File: src/sv/dlcfw_pkg.sv
// ----------------------------------------------------------------------------
// dlcfw_pkg
// Types and constants shared by the dual-link command failover watchdog.
// ----------------------------------------------------------------------------
package dlcfw_pkg;

    localparam int unsigned TIME_W     = 32;
    localparam int unsigned LATENCY_W  = 16;
    localparam int unsigned CFG_INDEX_W = 2;
    localparam int unsigned CFG_DATA_W = 32;

    localparam logic [LATENCY_W-1:0] LATENCY_RESET = LATENCY_W'(100);
    localparam logic [TIME_W-1:0]    PERIOD_RESET  = TIME_W'(1000);

    localparam logic [CFG_INDEX_W-1:0] CFG_ALLOWED_LATENCY = CFG_INDEX_W'(0);
    localparam logic [CFG_INDEX_W-1:0] CFG_WORST_PERIOD    = CFG_INDEX_W'(1);

    typedef enum logic [1:0] {
        SEL_PRIMARY = 2'd0,
        SEL_AUX     = 2'd1,
        SEL_COAST   = 2'd2
    } source_sel_t;

    typedef struct packed {
        logic [TIME_W-1:0] now_ms;
        logic              reinit_button;
        logic              pri_speed_seen;
        logic              pri_torque_seen;
        logic [TIME_W-1:0] pri_speed_stamp;
        logic [TIME_W-1:0] pri_torque_stamp;
        logic              aux_speed_seen;
        logic              aux_torque_seen;
        logic [TIME_W-1:0] aux_speed_stamp;
        logic [TIME_W-1:0] aux_torque_stamp;
    } in_word_t;

    typedef struct packed {
        logic [1:0]        source_select;
        logic              running;
        logic              pri_failed;
        logic              aux_failed;
        logic [TIME_W-1:0] pri_worst_ms;
        logic [TIME_W-1:0] aux_worst_ms;
    } out_word_t;

    typedef struct packed {
        logic              failed;
        logic [TIME_W-1:0] worst_age;
    } link_status_t;

endpackage

File: src/sv/dual_link_command_failover_watchdog.sv
// ----------------------------------------------------------------------------
// dual_link_command_failover_watchdog
// Per-tick timing watchdog for a primary and an auxiliary command link.
// ----------------------------------------------------------------------------
// Each accepted word is one control tick. It is captured in an input register,
// evaluated in a single combinational pass (link timing checks, run flag,
// source selection, period and worst-age update) and written to a result
// register, so a word can be accepted every clock cycle while the output side
// keeps taking results, and the result is presented on the output from that
// register. The result register decouples the sides: a new word is taken
// while a finished result waits. Configuration writes must only happen while
// no tick is in flight.
module dual_link_command_failover_watchdog (
    input  logic                              aclk,
    input  logic                              aresetn,
    input  logic                              s_valid,
    output logic                              s_ready,
    input  dlcfw_pkg::in_word_t               s_data,
    output logic                              m_valid,
    input  logic                              m_ready,
    output dlcfw_pkg::out_word_t              m_data,
    input  logic                              cfg_wr_en,
    input  logic [dlcfw_pkg::CFG_INDEX_W-1:0] cfg_index,
    input  logic [dlcfw_pkg::CFG_DATA_W-1:0]  cfg_wdata
);

    logic                            in_vld_reg;
    dlcfw_pkg::in_word_t             in_reg;
    logic                            out_vld_reg;
    dlcfw_pkg::out_word_t            out_reg;
    logic                            advance;
    logic [dlcfw_pkg::LATENCY_W-1:0] latency_reg;
    logic [dlcfw_pkg::TIME_W-1:0]    period_reg;
    dlcfw_pkg::link_status_t         pri_status;
    dlcfw_pkg::link_status_t         aux_status;
    dlcfw_pkg::out_word_t            result;

    assign advance = in_vld_reg && (!out_vld_reg || m_ready);
    assign s_ready = !in_vld_reg || advance;
    assign m_valid = out_vld_reg;
    assign m_data  = out_reg;

    always_ff @(posedge aclk) begin
        if (!aresetn) begin
            latency_reg <= dlcfw_pkg::LATENCY_RESET;
            period_reg  <= dlcfw_pkg::PERIOD_RESET;
        end else if (cfg_wr_en) begin
            if (cfg_index == dlcfw_pkg::CFG_ALLOWED_LATENCY) begin
                latency_reg <= cfg_wdata[dlcfw_pkg::LATENCY_W-1:0];
            end else if (cfg_index == dlcfw_pkg::CFG_WORST_PERIOD) begin
                period_reg <= cfg_wdata[dlcfw_pkg::TIME_W-1:0];
            end
        end
    end

    always_ff @(posedge aclk) begin
        if (!aresetn) begin
            in_vld_reg <= 1'b0;
        end else if (s_ready) begin
            in_vld_reg <= s_valid;
        end
    end

    always_ff @(posedge aclk) begin
        if (s_valid && s_ready) begin
            in_reg <= s_data;
        end
    end

    always_ff @(posedge aclk) begin
        if (!aresetn) begin
            out_vld_reg <= 1'b0;
        end else if (advance) begin
            out_vld_reg <= 1'b1;
        end else if (m_ready) begin
            out_vld_reg <= 1'b0;
        end
    end

    always_ff @(posedge aclk) begin
        if (advance) begin
            out_reg <= result;
        end
    end

    dlcfw_link_eval u_pri_eval (
        .now_ms          (in_reg.now_ms),
        .speed_seen      (in_reg.pri_speed_seen),
        .torque_seen     (in_reg.pri_torque_seen),
        .speed_stamp     (in_reg.pri_speed_stamp),
        .torque_stamp    (in_reg.pri_torque_stamp),
        .age_limit       (latency_reg),
        .status          (pri_status)
    );

    dlcfw_link_eval u_aux_eval (
        .now_ms          (in_reg.now_ms),
        .speed_seen      (in_reg.aux_speed_seen),
        .torque_seen     (in_reg.aux_torque_seen),
        .speed_stamp     (in_reg.aux_speed_stamp),
        .torque_stamp    (in_reg.aux_torque_stamp),
        .age_limit       (latency_reg),
        .status          (aux_status)
    );

    dlcfw_supervisor u_supervisor (
        .aclk          (aclk),
        .aresetn       (aresetn),
        .advance       (advance),
        .now_ms        (in_reg.now_ms),
        .reinit_button (in_reg.reinit_button),
        .pri_status    (pri_status),
        .aux_status    (aux_status),
        .worst_period  (period_reg),
        .result        (result)
    );

endmodule

File: src/sv/dlcfw_link_eval.sv
// ----------------------------------------------------------------------------
// dlcfw_link_eval
// Timing check of one command link: failure flag and worst unsigned age.
// ----------------------------------------------------------------------------
module dlcfw_link_eval (
    input  logic [dlcfw_pkg::TIME_W-1:0]    now_ms,
    input  logic                            speed_seen,
    input  logic                            torque_seen,
    input  logic [dlcfw_pkg::TIME_W-1:0]    speed_stamp,
    input  logic [dlcfw_pkg::TIME_W-1:0]    torque_stamp,
    input  logic [dlcfw_pkg::LATENCY_W-1:0] age_limit,
    output dlcfw_pkg::link_status_t         status
);

    localparam int unsigned W = dlcfw_pkg::TIME_W;

    logic [W-1:0] speed_age;
    logic [W-1:0] torque_age;
    logic [W-1:0] skew;
    logic [W-1:0] speed_mag;
    logic [W-1:0] torque_mag;
    logic [W-1:0] skew_mag;
    logic [W-1:0] limit;
    logic [W-1:0] skew_limit;

    function automatic logic [W-1:0] magnitude(input logic [W-1:0] d);
        logic [W-1:0] min_neg;
        logic [W-1:0] max_pos;
        min_neg = {1'b1, {(W-1){1'b0}}};
        max_pos = {1'b0, {(W-1){1'b1}}};
        if (!d[W-1]) begin
            return d;
        end else if (d == min_neg) begin
            return max_pos;
        end else begin
            return W'(~d + W'(1));
        end
    endfunction

    assign speed_age  = now_ms - speed_stamp;
    assign torque_age = now_ms - torque_stamp;
    assign skew       = speed_stamp - torque_stamp;

    assign speed_mag  = magnitude(speed_age);
    assign torque_mag = magnitude(torque_age);
    assign skew_mag   = magnitude(skew);

    assign limit      = W'(age_limit);
    assign skew_limit = W'(age_limit >> 1);

    assign status.failed = !speed_seen || !torque_seen
                         || (speed_mag > limit) || (torque_mag > limit)
                         || (skew_mag > skew_limit);

    assign status.worst_age = (speed_age > torque_age) ? speed_age : torque_age;

endmodule

File: src/sv/dlcfw_supervisor.sv
// ----------------------------------------------------------------------------
// dlcfw_supervisor
// Run flag, source selection, measurement period and worst-age trackers.
// ----------------------------------------------------------------------------
module dlcfw_supervisor (
    input  logic                         aclk,
    input  logic                         aresetn,
    input  logic                         advance,
    input  logic [dlcfw_pkg::TIME_W-1:0] now_ms,
    input  logic                         reinit_button,
    input  dlcfw_pkg::link_status_t      pri_status,
    input  dlcfw_pkg::link_status_t      aux_status,
    input  logic [dlcfw_pkg::TIME_W-1:0] worst_period,
    output dlcfw_pkg::out_word_t         result
);

    localparam int unsigned W = dlcfw_pkg::TIME_W;

    logic                   run_reg;
    logic                   run_next;
    logic [W-1:0]           period_start_reg;
    logic [W-1:0]           period_start_next;
    logic [W-1:0]           pri_worst_reg;
    logic [W-1:0]           pri_worst_next;
    logic [W-1:0]           aux_worst_reg;
    logic [W-1:0]           aux_worst_next;
    logic                   run_req;
    logic [W-1:0]           start_base;
    logic                   restart;
    logic [W-1:0]           pri_base;
    logic [W-1:0]           aux_base;
    dlcfw_pkg::source_sel_t sel;

    always_comb begin
        run_req  = run_reg || reinit_button;
        run_next = run_req;
        if (run_req && !pri_status.failed) begin
            sel = dlcfw_pkg::SEL_PRIMARY;
        end else if (run_req && !aux_status.failed) begin
            sel = dlcfw_pkg::SEL_AUX;
        end else begin
            sel      = dlcfw_pkg::SEL_COAST;
            run_next = 1'b0;
        end
    end

    always_comb begin
        start_base        = (period_start_reg == '0) ? now_ms : period_start_reg;
        restart           = (now_ms - start_base) > worst_period;
        period_start_next = restart ? now_ms : start_base;
        pri_base          = restart ? '0 : pri_worst_reg;
        aux_base          = restart ? '0 : aux_worst_reg;
        pri_worst_next    = (pri_status.worst_age > pri_base) ? pri_status.worst_age : pri_base;
        aux_worst_next    = (aux_status.worst_age > aux_base) ? aux_status.worst_age : aux_base;
    end

    always_ff @(posedge aclk) begin
        if (!aresetn) begin
            run_reg          <= 1'b0;
            period_start_reg <= '0;
            pri_worst_reg    <= '0;
            aux_worst_reg    <= '0;
        end else if (advance) begin
            run_reg          <= run_next;
            period_start_reg <= period_start_next;
            pri_worst_reg    <= pri_worst_next;
            aux_worst_reg    <= aux_worst_next;
        end
    end

    always_comb begin
        result.source_select = sel;
        result.running       = run_next;
        result.pri_failed    = pri_status.failed;
        result.aux_failed    = aux_status.failed;
        result.pri_worst_ms  = pri_worst_next;
        result.aux_worst_ms  = aux_worst_next;
    end

endmodule

File: config.mk
export PLATFORM = sky130hd
export DESIGN_NAME = dual_link_command_failover_watchdog
export DESIGN_NICKNAME = d
export VERILOG_FILES = /design/src/sv/dlcfw_pkg.sv /design/src/sv/dual_link_command_failover_watchdog.sv /design/src/sv/dlcfw_link_eval.sv /design/src/sv/dlcfw_supervisor.sv
export SDC_FILE = /design/constraint.sdc
export NUM_CORES = 2
export LEC_CHECK = 0
export ABC_AREA = 0
export BUFFER_PORTS_ARGS = -buffer_cell sky130_fd_sc_hd__buf_2
export CORE_UTILIZATION = 55
export CTS_BUF_LIST = sky130_fd_sc_hd__clkbuf_4 sky130_fd_sc_hd__clkbuf_8
export CTS_CLUSTER_DIAMETER = 60
export DETAILED_ROUTE_END_ITERATION = 8
export GPL_ROUTABILITY_DRIVEN = 0
export PLACE_DENSITY = 0.71
export SLEW_MARGIN = 20
export SYNTH_ARGS = -nofsm -noshare
export SYNTH_HDL_FRONTEND = slang
export SYNTH_SLANG_ARGS = --single-unit
File: constraint.sdc
create_clock -name aclk -period 13.4 [get_ports aclk]
set_input_delay 2.01 -clock aclk [delete_from_list [all_inputs] [get_ports aclk]]
set_output_delay 2.01 -clock aclk [all_outputs]
set_load 0.005 [all_outputs]
# ---- Word-level counts from Yosys, hierarchy flattened
# Cells that the tools add are included.
dict set report word_totals {
  ff_bits 381
  latchBits 0
  ram_bits 0
  mem_bits_ro 0
  input_bits 204
  out_inout_bits 71
  wordCells 115
  memories 0
}
dict set report op_classes {
  n_addsub 13
  multipliers 0
  n_div 0
  n_lt_le_gt_ge 11
  eq_ne 7
  shifts 0
  n_mux 25
  n_bitwise 7
  reduce_logical 28
}
# op count
set ops {}
lappend ops {{2-to-1 mux 32 bit} 20}
lappend ops {{subtractor 32 bit} 7}
lappend ops {{adder 32 x 1 -> 32 bit, second input constant} 6}
lappend ops {{equality test 32 bit, second input constant} 6}
lappend ops {{NOT 32 bit} 6}
lappend ops {{greater-than comparator 32 bit} 5}
lappend ops {{greater-than comparator 32 x 16 -> 1 bit} 4}
lappend ops {{greater-than comparator 32 x 15 -> 1 bit} 2}
lappend ops {{zero test 32 bit} 1}
lappend ops {{logical OR 1 bit} 11}
lappend ops {{zero test 1 bit} 8}
lappend ops {{logical AND 1 bit} 4}
lappend ops {{2-to-1 mux 1 bit} 4}
lappend ops {{AND reduction 3 bit} 1}
lappend ops {{equality test 2 x 1 -> 1 bit, second input constant} 1}
lappend ops {{zero test 2 bit} 1}
lappend ops {{2-to-1 mux 2 bit} 1}
lappend ops {{AND reduction 2 bit} 1}
lappend ops {{nonzero test 2 bit} 1}
lappend ops {{NOT 1 bit} 1}

# ---- Depth between registers and ports, before layout
dict set report logic_depth {
  depth_word 13
  ltp_mapped 50
  mapped_depth_nobuf 46
}

# ---- Cells and area by module
# From an unflattened synthesis, not the netlist that was laid out.
dict set report hier_totals {
  cells_unflattened 4945
  area_unflattened_um2 40372.5
}
# module n_inst cells_each area_each_um2 seq_area_each_um2
set by_module_without_submodules {}
lappend by_module_without_submodules {{dlcfw_link_eval (u_aux_eval)} 1 1720 11324.6 0.0}
lappend by_module_without_submodules {{dlcfw_link_eval (u_pri_eval)} 1 1665 11285.8 0.0}
lappend by_module_without_submodules {dual_link_command_failover_watchdog 1 442 9004.9 8027.7}
lappend by_module_without_submodules {dlcfw_supervisor 1 1118 8757.1 1941.9}

# ---- Worst setup path before layout
# OpenSTA, ideal clock, no wires.
dict set report synth_path {
  kind {reg2reg}
  startpoint {reg u_supervisor.period_start_reg[16]}
  endpoint {reg out_reg (netlist bit m_data[33]), data pin}
  setup_time_ns 0.263
  arrival_time_ns 9.561
  required_time_ns 13.137
  slack_ns 3.576
  stages_incl_launch_ff 47
  n_path_buf 4
  synth_period_minus_slack_ns 9.824
  path_cell_list {dfxtp_1 nor4_1 nand2_1 nor4_1 clkbuf_1 a21o_1 ha_1 inv_1 maj3_1 o221ai_1 a31oi_1 o211ai_1 a31o_2 a311oi_1 o31ai_1 a21oi_1 o41a_1 xor2_1 (+11 left out) clkbuf_1 clkbuf_1 nand2_1 inv_1 ha_1 nor2b_1 o21a_1 o21a_1 o21a_1 o21a_1 o21a_1 o21a_1 o21ai_0 a21boi_0 o31a_1 o21ai_1 clkbuf_1 mux2_2}
}
# item line
set synth_lines {}
lappend synth_lines {{start: declaration} dlcfw_supervisor.sv:21} ;# logic [W-1:0] period_start_reg;
lappend synth_lines {{start signal: assignment} dlcfw_supervisor.sv:65} ;# period_start_reg <= period_start_next;
lappend synth_lines {{end signal: assignment} dual_link_command_failover_watchdog.sv:82} ;# out_reg <= result;
lappend synth_lines {{end: declaration} dual_link_command_failover_watchdog.sv:30} ;# dlcfw_pkg::out_word_t out_reg;

==> results.sh <==
export IMPL_status="complete, no violations"
export IMPL_critPathSlowestCell="o21ai_4"
export IMPL_gr_usage_all_layers_pct=34.4
export IMPL_setup_tns_ns=0
export IMPL_dp_cells=5901
export IMPL_yosys_area_share_simple_pct=20.5
export IMPL_grt_pass1_vias=33900
export IMPL_switching_share_pct=47.5
export IMPL_insertion_delay_ns=0.71
export IMPL_cp_depth=45
export IMPL_synthesis_nets=5507
export IMPL_clock_path_buffers=3
export IMPL_synth_top_cell_by_area="edfxtp_1"
export IMPL_synth_fa_ha_area_share_pct=15.4
export IMPL_portBuffers=274
export IMPL_seq_area_mm2=0.00997
export IMPL_cts_buffers=71
export IMPL_hold_path_class="flop to flop"
export IMPL_rows=97
export IMPL_cts_tree="built"
export IMPL_min_period_over_period_pct=82.3
export IMPL_critPathMaxFanout=31
export IMPL_dieArea_mm2=0.0723
export IMPL_fin_cells=6034
export IMPL_synth_ff_type="edfxtp_1"
export IMPL_grt_max_degree=89
export IMPL_cts_hold_buffers=0
export IMPL_post_cts_buffers=0
export IMPL_die_y_um=269
export IMPL_intPower_mw=4.37
export IMPL_synth_yosys_seq_area_share_pct=25.5
export IMPL_synth_distinct_cells=106
export IMPL_ant_nets=0
export IMPL_ys_warn_count=0
export IMPL_p_seq_share_pct=19.5
export IMPL_drtIter0Drc=4561
export IMPL_r2r_start="u_supervisor.period_start_reg[24]$_SDFFE_PN0P_"
export IMPL_comb_power_share_pct=66.4
export IMPL_crit_path_start_kind="flop"
export IMPL_synth_async_sr_flop_share_pct=0
export IMPL_synth_top_cell_area_share_pct=17.9
export IMPL_path_clk_slew_ns=0.06
export IMPL_min_from="period_reg[24]$_SDFFE_PN0P_"
export IMPL_setup_viol=0
export IMPL_use_met2_pct=47.1
export IMPL_vias=38300
export IMPL_cts_repair_resized=0
export IMPL_io_pins=275
export IMPL_hpwl_um=101000
export IMPL_reg2reg_depth=45
export IMPL_worstPathArrival_ns=11.59
export IMPL_netlist_top_cells_count="nand2_1, ha_1, nor2_1, a21oi_1, inv_1"
export IMPL_fin_skew_ns=0.0586
export IMPL_synth_compound_area_share_pct=23.5
export IMPL_die_w_um=269
export IMPL_critPathRequiredTime_ns=13.95
export IMPL_ys_seq_elements=381
export IMPL_netlist_instances=4825
export IMPL_drc=0
export IMPL_cpLargestDelayFamily="compound AO/OA/AOI/OAI gates"
export IMPL_cts_sinks=381
export IMPL_synth_xor_area_share_pct=5.66
export IMPL_met3_usage_pct=8.11
export IMPL_synthMuxAreaShare_pct=4.01
export IMPL_grt_antenna_before_repair=5
export IMPL_rsz0062_at_grt="no"
export IMPL_synth_enable_flop_cells=234
export IMPL_finalMaxSlewViolations=0
export IMPL_floorplan_initialDensity_pct=55.7
export IMPL_clock_fmax_ghz=0.0906
export IMPL_synth_most_common_cell="nand2_1"
export IMPL_grtUsageMet1_pct=51.2
export IMPL_worstHoldPathCells=2
export IMPL_multi_input_area_mm2=0.0271
export IMPL_final_hold_viol_count=0
export IMPL_busiest_layer="met1"
export IMPL_p_leak_nw=18.7
export IMPL_peakVddDrop_mv=0.299
export IMPL_critPathBufInv=3
export IMPL_viasPerCell=6.35
export IMPL_area_delta_synth_final_pct=9.58
export IMPL_synth_top_family_by_area="compound AO/OA/AOI/OAI gates"
export IMPL_power_frac_clock_pct=14.1
export IMPL_worst_setup_path_startpoint="u_supervisor.period_start_reg[24]$_SDFFE_PN0P_"
export IMPL_fillers=6347
export IMPL_cpMostUsedCell="o21a_1"
export IMPL_slew_headroom_pct=27.6
export IMPL_netlist_area_mm2=0.0392
export IMPL_wirelength_um=128000
export IMPL_cap_violations=0
export IMPL_cts_root_buf="clkbuf_8"
export IMPL_largest_reg_flops=165
export IMPL_htreeDepth=3
export IMPL_dr_pass1_iters=7
export IMPL_grt_ovfl_total=0
export IMPL_drive_gt1_share_pct=11.3
export IMPL_p_switching_mw=3.96
export IMPL_critPathKind="flop to flop"
export IMPL_post_drt_wl_per_cell_um=21.2
export IMPL_period_needed_ns=11.03
export IMPL_power_density_mw_per_mm2=194
export IMPL_coreArea_mm2=0.0703
export IMPL_cpPeakStageDelay_ns=0.72
export IMPL_grt_pass1_wl_um=192000
export IMPL_synth_avg_cell_area_um2=8.12
export IMPL_cp_end_kind="flop"
export IMPL_worstMarginPinSlew_ns=1.08
export IMPL_finalNetCount=5716
export IMPL_synthTopCellsByArea="edfxtp_1, ha_1, dfxtp_1"
## routing by layer
layer / vias to the layer above / wire (um)
met2: 2050 / 49400
met5: - / 13
met4: 2 / 5490
met3: 255 / 15700
li1: 18200 / -
met1: 17800 / 57200
## worst paths after layout
check,end,slack (ns)
max,u_supervisor.pri_worst_reg[15]$_SDFFE_PN0P_,2.37
min,period_reg[24]$_SDFFE_PN0P_,0.45
max reg2reg,u_supervisor.pri_worst_reg[15]$_SDFFE_PN0P_,2.37
min reg2reg,period_reg[24]$_SDFFE_PN0P_,0.45
## placed cells by master, fill, tap and decap left out, types with 21 or more instances in the layout
| cell | instances |
|---|---|
| nand3_1 | 93 |
| a21o_1 | 137 |
| nor2b_1 | 57 |
| nor3b_1 | 25 |
| nor2_1 | 384 |
| a22oi_1 | 35 |
| or3_1 | 36 |
| a211oi_1 | 39 |
| clkbuf_8 | 75 |
| nand2b_1 | 74 |
| and4_1 | 22 |
| nor3_1 | 87 |
| o211ai_1 | 54 |
| a31oi_1 | 56 |
| buf_4 | 45 |
| xor2_1 | 92 |
| and3_1 | 37 |
| and2_1 | 55 |
| inv_1 | 375 |
| dfxtp_1 | 147 |
| ha_1 | 472 |
| or4_1 | 22 |
| nor4_1 | 53 |
| o31ai_1 | 30 |
| o21ai_0 | 239 |
| nand4_1 | 113 |
| mux2i_1 | 113 |
| o211a_1 | 40 |
| o21a_1 | 75 |
| a211o_1 | 21 |
| mux2_2 | 39 |
| xnor2_1 | 158 |
| clkbuf_4 | 29 |
| nand2_1 | 493 |
| a21oi_1 | 377 |
| or2_2 | 23 |
| buf_2 | 274 |
| edfxtp_1 | 234 |
## final cells by class
class	instances	share of cell area (%)
antenna	2	0.0117
clock inverter	27	0.528
tap	940	2.74
sequential	381	23.2
multi-input combinational	3879	63.2
inverter	382	3.35
clock buffer	104	2.91
timing repair buffer	319	3.98
## metrics by stage
stage	cell area, um^2	util (%)	setup WS [ns]	hold WS [ns]	total power, mW
2_1_floorplan	39200	-	3.58	0.436	5.65
3_3_place_gp	41400	58.9	2.65	0.442	6.93
3_5_place_dp	41400	58.9	2.48	0.447	7.03
4_1_cts	42900	61.1	2.38	0.454	8.26
5_1_grt	42900	61.1	1.61	0.466	9.03
6_report	42900	61.1	2.37	0.454	8.33
## tightest hold or removal path: stages, from the launching register on
cell and delay [ns]:
dfxtp_1 0.31, nand2_1 0.05, a21oi_1 0.05
## power by group through the flow
stage / Sequential [mW] / Clock (mW) / Combinational [mW]
finish: 1.62 / 1.18 / 5.53
global route: 1.64 / 1.25 / 6.14
CTS: 1.62 / 1.20 / 5.44
detailed placement: 1.64 / 0 / 5.39
global placement: 1.64 / 0 / 5.29
floorplan: 1.61 / 0 / 4.05
## kinds of logic after synthesis
group                    count (synthesis)
adder cells (fa/ha/maj)                479
flip-flops                             381
buffers and inverters                  565
AND/OR/NAND/NOR                       1627
XOR/XNOR                               251
multiplexers                           152
AO/OA/AOI/OAI                         1370
Note: power is estimated with default switching activity, not from simulation.
